[src/hclp_pkg.sv]
// Package with the character codes and hex-digit decode for the color list parser.
package hclp_pkg;

    // Character codes that the parser recognizes
    localparam logic [7:0] CharComma   = 8'h2C;
    localparam logic [7:0] CharSpace   = 8'h20;
    localparam logic [7:0] CharHash    = 8'h23;
    localparam logic [7:0] CharZero    = 8'h30;
    localparam logic [7:0] CharNine    = 8'h39;
    localparam logic [7:0] CharLowerA  = 8'h61;
    localparam logic [7:0] CharLowerF  = 8'h66;
    localparam logic [7:0] CharUpperA  = 8'h41;
    localparam logic [7:0] CharUpperF  = 8'h46;

    // Token bookkeeping limits
    localparam logic [3:0] CountFull   = 4'd9;
    localparam logic [3:0] CountSat    = 4'd10;
    localparam logic [3:0] CountDigLo  = 4'd1;
    localparam logic [3:0] CountDigHi  = 4'd8;

    // Register map
    localparam int         AddrWidth       = 3;
    localparam logic       RegDefaultColor = 1'b0;
    localparam logic [31:0] DefaultColorReset = 32'h0000_0000;

    // Result of decoding one character as a hex digit
    typedef struct packed {
        logic       valid;
        logic [3:0] value;
    } hex_digit_t;

    // Decode one character as a hex digit in either case.
    function automatic hex_digit_t hex_decode(input logic [7:0] ch);
        hex_digit_t d;
        logic [7:0] diff;
        d.valid = 1'b0;
        d.value = 4'd0;
        diff    = 8'd0;
        if (ch >= CharZero && ch <= CharNine) begin
            diff    = ch - CharZero;
            d.valid = 1'b1;
            d.value = diff[3:0];
        end else if (ch >= CharLowerA && ch <= CharLowerF) begin
            diff    = ch - CharLowerA + 8'd10;
            d.valid = 1'b1;
            d.value = diff[3:0];
        end else if (ch >= CharUpperA && ch <= CharUpperF) begin
            diff    = ch - CharUpperA + 8'd10;
            d.valid = 1'b1;
            d.value = diff[3:0];
        end
        return d;
    endfunction

endpackage

[src/hex_color_list_parser.sv]
// A result is registered: it appears at the outputs in the cycle after the item that causes it.
// Throughput: one item per cycle while out_ready is high; token state and result update together.
// A result that waits for out_ready holds in_ready low until it is taken.
// Reset (rst_n low, asynchronous) clears the token state, the result valid flag and
// default_color to zero.
module hex_color_list_parser (
    input  logic                              clk,
    input  logic                              rst_n,
    // Input channel
    input  logic                              in_valid,
    output logic                              in_ready,
    input  logic [7:0]                        char_byte,
    input  logic                              end_of_list,
    // Output channel
    output logic                              out_valid,
    input  logic                              out_ready,
    output logic [7:0]                        red,
    output logic [7:0]                        green,
    output logic [7:0]                        blue,
    output logic [7:0]                        white,
    output logic                              color_present,
    output logic                              well_formed,
    output logic                              list_end,
    // Configuration port
    input  logic                              psel,
    input  logic                              penable,
    input  logic                              pwrite,
    input  logic [hclp_pkg::AddrWidth-1:0]    paddr,
    input  logic [31:0]                       pwdata,
    output logic [31:0]                       prdata,
    output logic                              pready
);

    // Token state
    logic        token_started_reg, token_started_next;
    logic        trailing_space_reg, trailing_space_next;
    logic        token_bad_reg, token_bad_next;
    logic [3:0]  body_count_reg, body_count_next;
    logic [31:0] color_accum_reg, color_accum_next;
    logic [31:0] default_color_reg;

    // Result register
    logic        out_valid_reg;
    logic [31:0] out_color_reg;
    logic        out_present_reg, out_good_reg, out_end_reg;

    logic                 accept;
    logic                 is_comma, is_space;
    hclp_pkg::hex_digit_t digit;
    logic                 emit, emit_present, emit_good;
    logic [31:0]          emit_color;
    logic                 in_digit_range;

    // Configuration writes and reads
    assign pready = 1'b1;

    always_ff @(posedge clk or negedge rst_n)
    begin
        if (!rst_n)
        begin
            default_color_reg <= hclp_pkg::DefaultColorReset;
        end
        else if (psel && penable && pwrite && paddr[2] == hclp_pkg::RegDefaultColor)
        begin
            default_color_reg <= pwdata;
        end
    end

    assign prdata = (paddr[2] == hclp_pkg::RegDefaultColor) ? default_color_reg : 32'd0;

    // Handshake: a new item enters when the result register is free or being emptied
    assign in_ready = !out_valid_reg || out_ready;
    assign accept   = in_valid && in_ready;

    // Character classification
    assign is_comma       = (char_byte == hclp_pkg::CharComma);
    assign is_space       = (char_byte == hclp_pkg::CharSpace);
    assign digit          = hclp_pkg::hex_decode(char_byte);
    assign in_digit_range = (body_count_reg >= hclp_pkg::CountDigLo) &&
                            (body_count_reg <= hclp_pkg::CountDigHi);

    // Color of the current token, as it would be reported now
    assign emit_present = token_started_reg;
    assign emit_good    = token_started_reg && !token_bad_reg &&
                          (body_count_reg == hclp_pkg::CountFull);
    assign emit_color   = !token_started_reg ? 32'd0 :
                          (emit_good ? color_accum_reg : default_color_reg);

    // An end item always gives a result; a comma gives one for a non-blank token
    assign emit = end_of_list || (is_comma && token_started_reg);

    // Next token state for the item at the input
    always_comb
    begin
        token_started_next  = token_started_reg;
        trailing_space_next = trailing_space_reg;
        token_bad_next      = token_bad_reg;
        body_count_next     = body_count_reg;
        color_accum_next    = color_accum_reg;
        if (end_of_list || is_comma)
        begin
            token_started_next  = 1'b0;
            trailing_space_next = 1'b0;
            token_bad_next      = 1'b0;
            body_count_next     = 4'd0;
            color_accum_next    = 32'd0;
        end
        else if (is_space)
        begin
            if (token_started_reg)
            begin
                trailing_space_next = 1'b1;
            end
        end
        else if (!token_started_reg)
        begin
            token_started_next = 1'b1;
            token_bad_next     = (char_byte != hclp_pkg::CharHash);
            body_count_next    = 4'd1;
            color_accum_next   = 32'd0;
        end
        else
        begin
            // A character after an inner space, a non-digit or a tenth character spoils it
            token_bad_next = token_bad_reg || trailing_space_reg ||
                             !in_digit_range || !digit.valid;
            if (in_digit_range && digit.valid)
            begin
                color_accum_next = {color_accum_reg[27:0], digit.value};
            end
            if (body_count_reg < hclp_pkg::CountSat)
            begin
                body_count_next = body_count_reg + 4'd1;
            end
        end
    end

    // Token state registers
    always_ff @(posedge clk or negedge rst_n)
    begin
        if (!rst_n)
        begin
            token_started_reg  <= 1'b0;
            trailing_space_reg <= 1'b0;
            token_bad_reg      <= 1'b0;
            body_count_reg     <= 4'd0;
            color_accum_reg    <= 32'd0;
        end
        else if (accept)
        begin
            token_started_reg  <= token_started_next;
            trailing_space_reg <= trailing_space_next;
            token_bad_reg      <= token_bad_next;
            body_count_reg     <= body_count_next;
            color_accum_reg    <= color_accum_next;
        end
    end

    // Result register valid flag
    always_ff @(posedge clk or negedge rst_n)
    begin
        if (!rst_n)
        begin
            out_valid_reg <= 1'b0;
        end
        else if (accept)
        begin
            out_valid_reg <= emit;
        end
        else if (out_ready)
        begin
            out_valid_reg <= 1'b0;
        end
    end

    // Result payload
    always_ff @(posedge clk)
    begin
        if (accept && emit)
        begin
            out_color_reg   <= emit_color;
            out_present_reg <= emit_present;
            out_good_reg    <= emit_good;
            out_end_reg     <= end_of_list;
        end
    end

    assign out_valid     = out_valid_reg;
    assign red           = out_color_reg[31:24];
    assign green         = out_color_reg[23:16];
    assign blue          = out_color_reg[15:8];
    assign white         = out_color_reg[7:0];
    assign color_present = out_present_reg;
    assign well_formed   = out_good_reg;
    assign list_end      = out_end_reg;

    // An accepted end item always leaves a list-end result behind
    assert property (@(posedge clk) disable iff (!rst_n)
        accept && end_of_list |=> out_valid && list_end)
        else $error("end item gave no list-end result");

    // A well-formed result always carries a color
    assert property (@(posedge clk) disable iff (!rst_n)
        out_valid && well_formed |-> color_present)
        else $error("well-formed result without a color");

    // The character count saturates
    assert property (@(posedge clk) disable iff (!rst_n)
        body_count_reg <= hclp_pkg::CountSat)
        else $error("body count past saturation");

    // A token that has not started holds no count and no space mark
    assert property (@(posedge clk) disable iff (!rst_n)
        !token_started_reg |-> body_count_reg == 4'd0 && !trailing_space_reg && !token_bad_reg)
        else $error("blank token carries stale state");

endmodule
[config.mk]
export PLATFORM = sky130hd
export DESIGN_NAME = hex_color_list_parser
export DESIGN_NICKNAME = d
export VERILOG_FILES = /design/src/hclp_pkg.sv /design/src/hex_color_list_parser.sv
export SDC_FILE = /design/constraint.sdc
export NUM_CORES = 1
export LEC_CHECK = 0
export BUFFER_PORTS_ARGS = -buffer_cell sky130_fd_sc_hd__clkbuf_2
export CAP_MARGIN = 20
export CORE_MARGIN = 2
export CORE_UTILIZATION = 30
export DETAILED_ROUTE_END_ITERATION = 8
export GPL_ROUTABILITY_DRIVEN = 0
export GPL_TIMING_DRIVEN = 0
export PLACE_DENSITY_LB_ADDON = 0.08
export RECOVER_POWER = 25
export SLEW_MARGIN = 30
export SYNTH_ARGS = -nofsm -noshare
export SYNTH_HDL_FRONTEND = slang
export SYNTH_SLANG_ARGS = --single-unit
[constraint.sdc]
create_clock -name clk -period 2.5 [get_ports clk]
set_clock_uncertainty 0.05 [all_clocks]
set_input_delay 0.75 -clock clk [delete_from_list [all_inputs] [get_ports clk]]
set_output_delay 0.75 -clock clk [all_outputs]
set_load 0.05 [all_outputs]
==> metrics.cfg, run 1 <==
[critical_path]
startpoint_type = primary input
r2r_setup_slack_ns = 0.28
crit_family = buffers and inverters
worstPathArrival_ns = 1.64
cp_slowest_cell = clkbuf_2
end_kind = output port
worstPathCellList = clkbuf_2 > clkbuf_2 > nor2b_1 > clkbuf_2
crit_type = in -> out
crit_buf_inv = 3
crit_top_cell = clkbuf_2
required_ns = 1.70
cp_max_fo = 10
max_stage_delay_ns = 0.29

[yosys]
synth_nets = 467
syn_avg_cell_area_um2 = 11.91
ys_seq_elements = 107
synth_edf_count = 35
ys_seq_area_frac = 0.5857
synth_cells = 409
async_reset_ff_frac = 0.6729
ys_warn_count = 0
synth_area_mm2 = 0.004871
synth_cell_types = 46
synthFlopType = dfrtp_1

[pwr]
p_leak_nw = 2.679
p_per_area_mw_per_mm2 = 734.1
peakVddDrop_uv = 314.5
fin_total_pwr_mw = 4.449

[timing]
worst_hold_slack_ns = 0.4559
min_period_ns = 2.440
finalSetupTns_ns = 0
layout_setup_ws_ns = 0.06001
worst_slew_pin_slew_ns = 1.720
finalSetupViolCount = 0
drv_slew = 73
rsz0062_at_grt = no
max_freq_mhz = 409.8
maxSlewHeadroom = -0.1469
hold_violations = 0
timing.final.crit_share = 0.9760

[floorplanning]
initial_core_util = 0.3066
die_y_um = 131.4
die_w_um = 131.4
ios = 121
std_cell_rows = 46
core-area_mm2 = 0.01589
fp.dieArea_mm2 = 0.01727

[flow_run]
drv_cap = 1

[clock_tree]
clkTransAtPathRegs_ns = 0.07
h-tree-depth = 3
cts_sinks = 107
root_buffer = clkbuf_16
cts_buffer_depth = 2
numCtsBuffers = 9
insertion_delay_ns = 0.35
cts_tree = done

[grt]
grt_max_degree = 73
track_usage = 0.1433
grt_pass1_vias = 3670
antenna_found_initial = 0
grt_remaining_overflow = 0
grt_pass1_wl_um = 19320

[final_layout]
multiInputGateArea_mm2 = 0.001846
layout.nets = 597
diodes = 0
design_area_mm2 = 0.006061
syn_to_final_growth_pct = 24.43
ff_latch_area_mm2 = 0.002853
num-fill-cells = 1614
final_layout_size_suffix_gt1_frac = 0.3750

[min_path]
min_path_type = reg -> reg

[status]
status = complete, but fails checks
violations = capacitance limit, slew limit

[drt]
vias = 3538
drt-total-wl_um = 12100
drt-wirelength-per-cell_um = 15.92
vias_per_cell = 4.655
antenna_left = 0
first_pass_iters = 4
drtIter0Drc = 106
drc = 0

[placement]
place_area_mm2 = 0.005773
io_buffers = 117
pre_cts_ws_ns = -0.3747
post-dp-hpwl_um = 8690

## logic make-up (layout without fill, tap and decap cells)
kind of cell	after synthesis	count (layout)	share of synthesized area
adder cells (fa/ha/maj)	7	7	0.01798
buffers and inverters	33	168	0.04058
AO/OA/AOI/OAI	93	93	0.1341
XOR/XNOR	2	2	0.003597
AND/OR/NAND/NOR	131	131	0.1369
flip-flops	107	107	0.5857
other	1	1	0.0007699
multiplexers	35	35	0.08040
## layout make-up
| class | instances | share of cell area |
|---|---|---|
| multi-input combinational | 269 | 0.3045 |
| tap | 216 | 0.04459 |
| clock inverter | 2 | 0.002064 |
| inverter | 5 | 0.003097 |
| buffer | 28 | 0.03055 |
| sequential | 107 | 0.4707 |
| timing repair buffer | 119 | 0.1043 |
| clock buffer | 14 | 0.04026 |
## report_power, final
group	internal (mW)	switching, mW
Clock	0.677	0.615
Sequential	2.01	0.114
Combinational	0.333	0.699
## through the flow
stage / std cells / utilization
after detailed placement: 743 / 0.3634
after CTS: 759 / 0.3800
after floorplan: 409 / -
after global placement: 742 / 0.3611
final: 760 / 0.3815
after global routing: 760 / 0.3815
## synthesized netlist by cell type, types with 3 or more instances
| cell type | instances | area (um2) |
|---|---|---|
| nor2_1 | 6 | 22.52 |
| buf_6 | 4 | 45.04 |
| inv_1 | 5 | 18.77 |
| mux2_2 | 33 | 371.6 |
| dfrtp_1 | 72 | 1802 |
| a22o_1 | 13 | 113.9 |
| a22o_2 | 19 | 190.2 |
| a21oi_1 | 10 | 50.05 |
| nand2_1 | 71 | 266.5 |
| ha_1 | 7 | 87.58 |
| nand2b_1 | 3 | 18.77 |
| o21ai_0 | 38 | 190.2 |
| edfxtp_1 | 35 | 1051 |
| clkbuf_1 | 17 | 63.81 |
| nor2b_1 | 32 | 200.2 |
| buf_8 | 3 | 45.04 |
| nor3_1 | 3 | 15.01 |
## final timing paths
check / start / endpoint / cells after the start
setup / recovery: paddr[2] / prdata[30] / 4
hold / removal: color_accum_reg[30]$_DFFE_PN0P_ / color_accum_reg[30]$_DFFE_PN0P_ / 1
setup reg to reg: body_count_reg[1]$_DFFE_PN0P_ / out_color_reg[8]$_SDFFCE_PN0P_ / 8
hold reg to reg: color_accum_reg[30]$_DFFE_PN0P_ / color_accum_reg[30]$_DFFE_PN0P_ / 1
max in group asynchronous: rst_n / color_accum_reg[3]$_DFFE_PN0P_ / 1
min in group asynchronous: rst_n / default_color_reg[3]$_DFFE_PN0P_ / 1
## metal layers
layer	global-route usage	share of wire	wire length [um]
met3	0.02816	0.042	504
met2	0.2266	0.46	5528
met4	0.05616	0.016	191
met1	0.1938	0.49	5876
met5	0	0	0
## placed cells by master, fill, tap and decap left out, types with 2 or more instances in the layout
cell type	count
buf_6	4
nor2b_1	32
a22o_1	13
edfxtp_1	35
a41oi_1	2
clkbuf_1	18
nor3_1	3
buf_8	3
nand2b_1	2
a22o_2	19
dfrtp_1	72
nor3b_1	2
mux2i_1	2
o21ai_0	38
buf_4	2
nand4_1	2
nor2_1	5
a21oi_1	9
clkbuf_16	9
xnor2_1	2
clkbuf_2	119
mux2_2	33
nand4b_1	2
buf_2	4
ha_1	7
inv_1	5
nand2_1	71
nor4b_1	2
## what timing repair did
item / in CTS / in global routing
endpoints found under the setup margin: 32 / 57
resized for setup: 4 / 7
hold buffers: 0 / 0
setup buffers: 0 / 1
pin swaps: 0 / 1
Power figures use the tool's default switching activity.
==> inputs of run 2 (changes only) <==
--- a/config.mk
+++ b/config.mk
@@ -5,12 +5,12 @@
 export SDC_FILE = /design/constraint.sdc
 export NUM_CORES = 1
 export LEC_CHECK = 0
+export ABC_AREA = 1
 export BUFFER_PORTS_ARGS = -buffer_cell sky130_fd_sc_hd__clkbuf_2
 export CAP_MARGIN = 20
 export CORE_MARGIN = 2
 export CORE_UTILIZATION = 30
 export DETAILED_ROUTE_END_ITERATION = 8
-export GPL_ROUTABILITY_DRIVEN = 0
 export GPL_TIMING_DRIVEN = 0
 export PLACE_DENSITY_LB_ADDON = 0.08
 export RECOVER_POWER = 25
==> run 2 against run 1 <==
- the flow now finishes without violations
- via count up 19%
- highest routed layer unchanged
- critical endpoint is now prdata[2]
- first-iteration DRC count up 130%
- worst hold slack better by 0.0016 ns
- non-clock buffer count up 10
- sequential share of layout area down 1.3 points
- global-route usage up 1.8 points
- area after synthesis up 3.4%
- clock power up 11%
- largest power group unchanged
- worst setup slack better by 0.082 ns
- utilization down 0.41 points
- design area up 2.9%
==> metrics.cfg, run 2 <==
[placement]
pre_cts_ws_ns = -0.5838  ; -0.2091 ns
place_inst = 888  ; +20%
io_buffers = 116  ; -0.85%
post-dp-hpwl_um = 9705  ; +12%
place_area_mm2 = 0.005934  ; +2.8%
routabilityCongestion = 0.7802

[grt]
grt_pass1_wl_um = 22530  ; +17%
grt_max_degree = 73  ; unchanged
grt_pass1_vias = 4260  ; +16%
grt_remaining_overflow = 0  ; unchanged
antenna_found_initial = 0  ; unchanged
track_usage = 0.1611  ; +0.01783

[final_layout]
layout.nets = 741  ; +24%
fin_cells = 908  ; +19%
diodes = 0  ; unchanged
final_layout_size_suffix_gt1_frac = 0.2558  ; -0.1192
final_util = 0.3775  ; -0.004086
layout_common_cells = clkbuf_2 (115), nand2_1 (99), nor2_1 (74)
design_area_mm2 = 0.006237  ; +2.9%
final_common_cell = clkbuf_2
syn_to_final_growth_pct = 23.79

[clock_tree]
cts_sinks = 107  ; unchanged
root_buffer = clkbuf_16
cts_buffer_depth = 2  ; unchanged
insertion_delay_ns = 0.35  ; about the same
h-tree-depth = 3  ; unchanged
cts_tree = done
clkTransAtPathRegs_ns = 0.07  ; about the same
numCtsBuffers = 9  ; unchanged

[timing]
max_freq_mhz = 424.2  ; +3.5%
maxSlewHeadroom = 0.2899  ; +0.4368
rsz0062_at_grt = no
finalSetupViolCount = 0  ; unchanged
worst_slew_pin_slew_ns = 1.065  ; -0.6552 ns
timing.final.crit_share = 0.9430  ; -0.03298
layout_setup_ws_ns = 0.1425  ; +0.08245 ns
hold_violations = 0  ; unchanged
drv_slew = 0  ; -100%
min_period_ns = 2.358  ; -0.08245 ns

[critical_path]
crit_top_cell = clkbuf_2
cp-startpoint = paddr[2]
required_ns = 1.70  ; about the same
path_depth = 4  ; unchanged
max_stage_delay_ns = 0.28  ; about the same
cp_slowest_cell = clkbuf_2
r2r_cells = 7  ; -1
cp_max_fo = 10  ; unchanged
worstPathArrival_ns = 1.56  ; -0.08 ns
crit_buf_inv = 3  ; unchanged
startpoint_type = primary input
worstPathCellList = clkbuf_2 > clkbuf_4 > nor2_1 > clkbuf_2
timing.rr.start = body_count_reg[1]$_DFFE_PN0P_
end_kind = output port
crit_type = in -> out
crit_family = buffers and inverters

[yosys]
synth_top_cell_by_area = dfrtp_1
synthTopCellsByArea = dfrtp_1 (36%), edfxtp_1 (21%), nand2_1 (7.4%)
ys_seq_elements = 107  ; unchanged
yosys-top-cells-count = nand2_1 (99), nor2_1 (74), dfrtp_1 (72), inv_1 (55), nand3_1 (43)
syn_avg_cell_area_um2 = 9.144  ; -23%
async_reset_ff_frac = 0.6729  ; unchanged
synth_nets = 609  ; +30%
ys_warn_count = 0  ; unchanged
yosysMostFrequentCell = nand2_1
synthFlopType = dfrtp_1
synth_edf_count = 35  ; unchanged
synth_area_mm2 = 0.005039  ; +3.4%
synth.top_cell.area_share = 0.3576  ; -0.01231
ys_seq_area_frac = 0.5662  ; -0.01949
synth_cell_types = 30  ; -35%
synth_cells = 551  ; +35%

[pwr]
p_per_area_mw_per_mm2 = 728.9  ; -0.70%
fin_total_pwr_mw = 4.547  ; +2.2%
p_leak_nw = 3.069  ; +15%
peakVddDrop_uv = 337.8  ; +7.4%

[floorplanning]
die_w_um = 133.6  ; +1.7%
die_y_um = 133.6  ; +1.7%
core-area_mm2 = 0.01652  ; +4.0%
fp.dieArea_mm2 = 0.01785  ; +3.3%
initial_core_util = 0.3049  ; -0.001718
ios = 121  ; unchanged
std_cell_rows = 47  ; +2.2%

[status]
status = completed

[min_path]
hold-path-cell-count = 2  ; +1
min_path_type = reg -> reg
hp-start = color_accum_reg[28]$_DFFE_PN0P_

[drt]
antenna_left = 0  ; unchanged
drtIter0Drc = 243  ; +130%
drt-wirelength-per-cell_um = 15.19  ; -4.6%
vias_per_cell = 4.630  ; -0.54%
vias = 4204  ; +19%
first_pass_iters = 5  ; +1
drc = 0  ; unchanged
drt-total-wl_um = 13800  ; +14%

[flow_run]
drv_cap = 0  ; -1

[run 2: logic make-up after synthesis]
logic type / count (synthesis) / synth area share
AND/OR/NAND/NOR: 264 / 0.2362
XOR/XNOR: 2 / 0.003477
buffers and inverters: 94 / 0.08220
flip-flops: 107 / 0.5662
AO/OA/AOI/OAI: 76 / 0.09387
other: 1 / 0.0007443
adder cells (fa/ha/maj): 7 / 0.01738
[run 2: timing repair]
item	CTS	global route
setup endpoints to repair	65	30
hold buffers	0	0
pin swaps	0	0
resized for setup	7	2
setup buffers	3	0
gates cloned	1	0
[run 2: final timing paths]
kind                            slack, ns                           endpoint
worst max-delay path                 0.14                          prdata[2]
worst max register to register       0.18    out_color_reg[23]$_SDFFCE_PN0P_
worst min register to register       0.46    color_accum_reg[28]$_DFFE_PN0P_
max in group asynchronous            0.92  default_color_reg[13]$_DFFE_PN0P_
worst min-delay path                 0.46    color_accum_reg[28]$_DFFE_PN0P_
min in group asynchronous            0.81              out_valid$_DFFE_PN0P_
[run 2: cell type report]
class                   instances  area (um2)
flip-flops and latches        107        2853
repair buffers                120       614.3
well taps                     220       275.3
repair inverters                1       7.507
clock inverters                 4       48.80
multi-input cells             350        1772
clock buffers                  12       236.5
inverters                      57       217.7
plain buffers                  37       212.7
fillers                      1747       10290
[run 2: per-stage QoR]
stage / hold WS (ns) / TNS, ns
floorplan: 0.4044 / -1.721
global placement: 0.4418 / -41.48
detailed placement: 0.4470 / -26.87
CTS: 0.3831 / 0
global route: 0.4826 / 0
finish: 0.4574 / 0
[run 2: worst reg2reg max path, stage by stage, from the launching register on]
cell     delay (ns)
dfrtp_1        0.42
inv_1          0.14
ha_1           0.16
inv_1          0.05
nor4_1         0.46
buf_2          0.37
buf_2          0.29
o31ai_1        0.11
[run 2: power by group]
part	switching (mW)	internal, mW	leakage [nW]
logic	0.809	0.272	1.71
clock network	0.646	0.780	0.141
registers	0.0500	1.99	1.22
total	1.50	3.04	3.07
[run 2: per-layer routing]
layer	part of all wire	up-vias	global-route usage
met2	0.48	92	0.2646
met4	0.013	0	0.05496
met5	0	-	0
li1	-	2103	-
met1	0.47	1997	0.2182
met3	0.036	12	0.02435
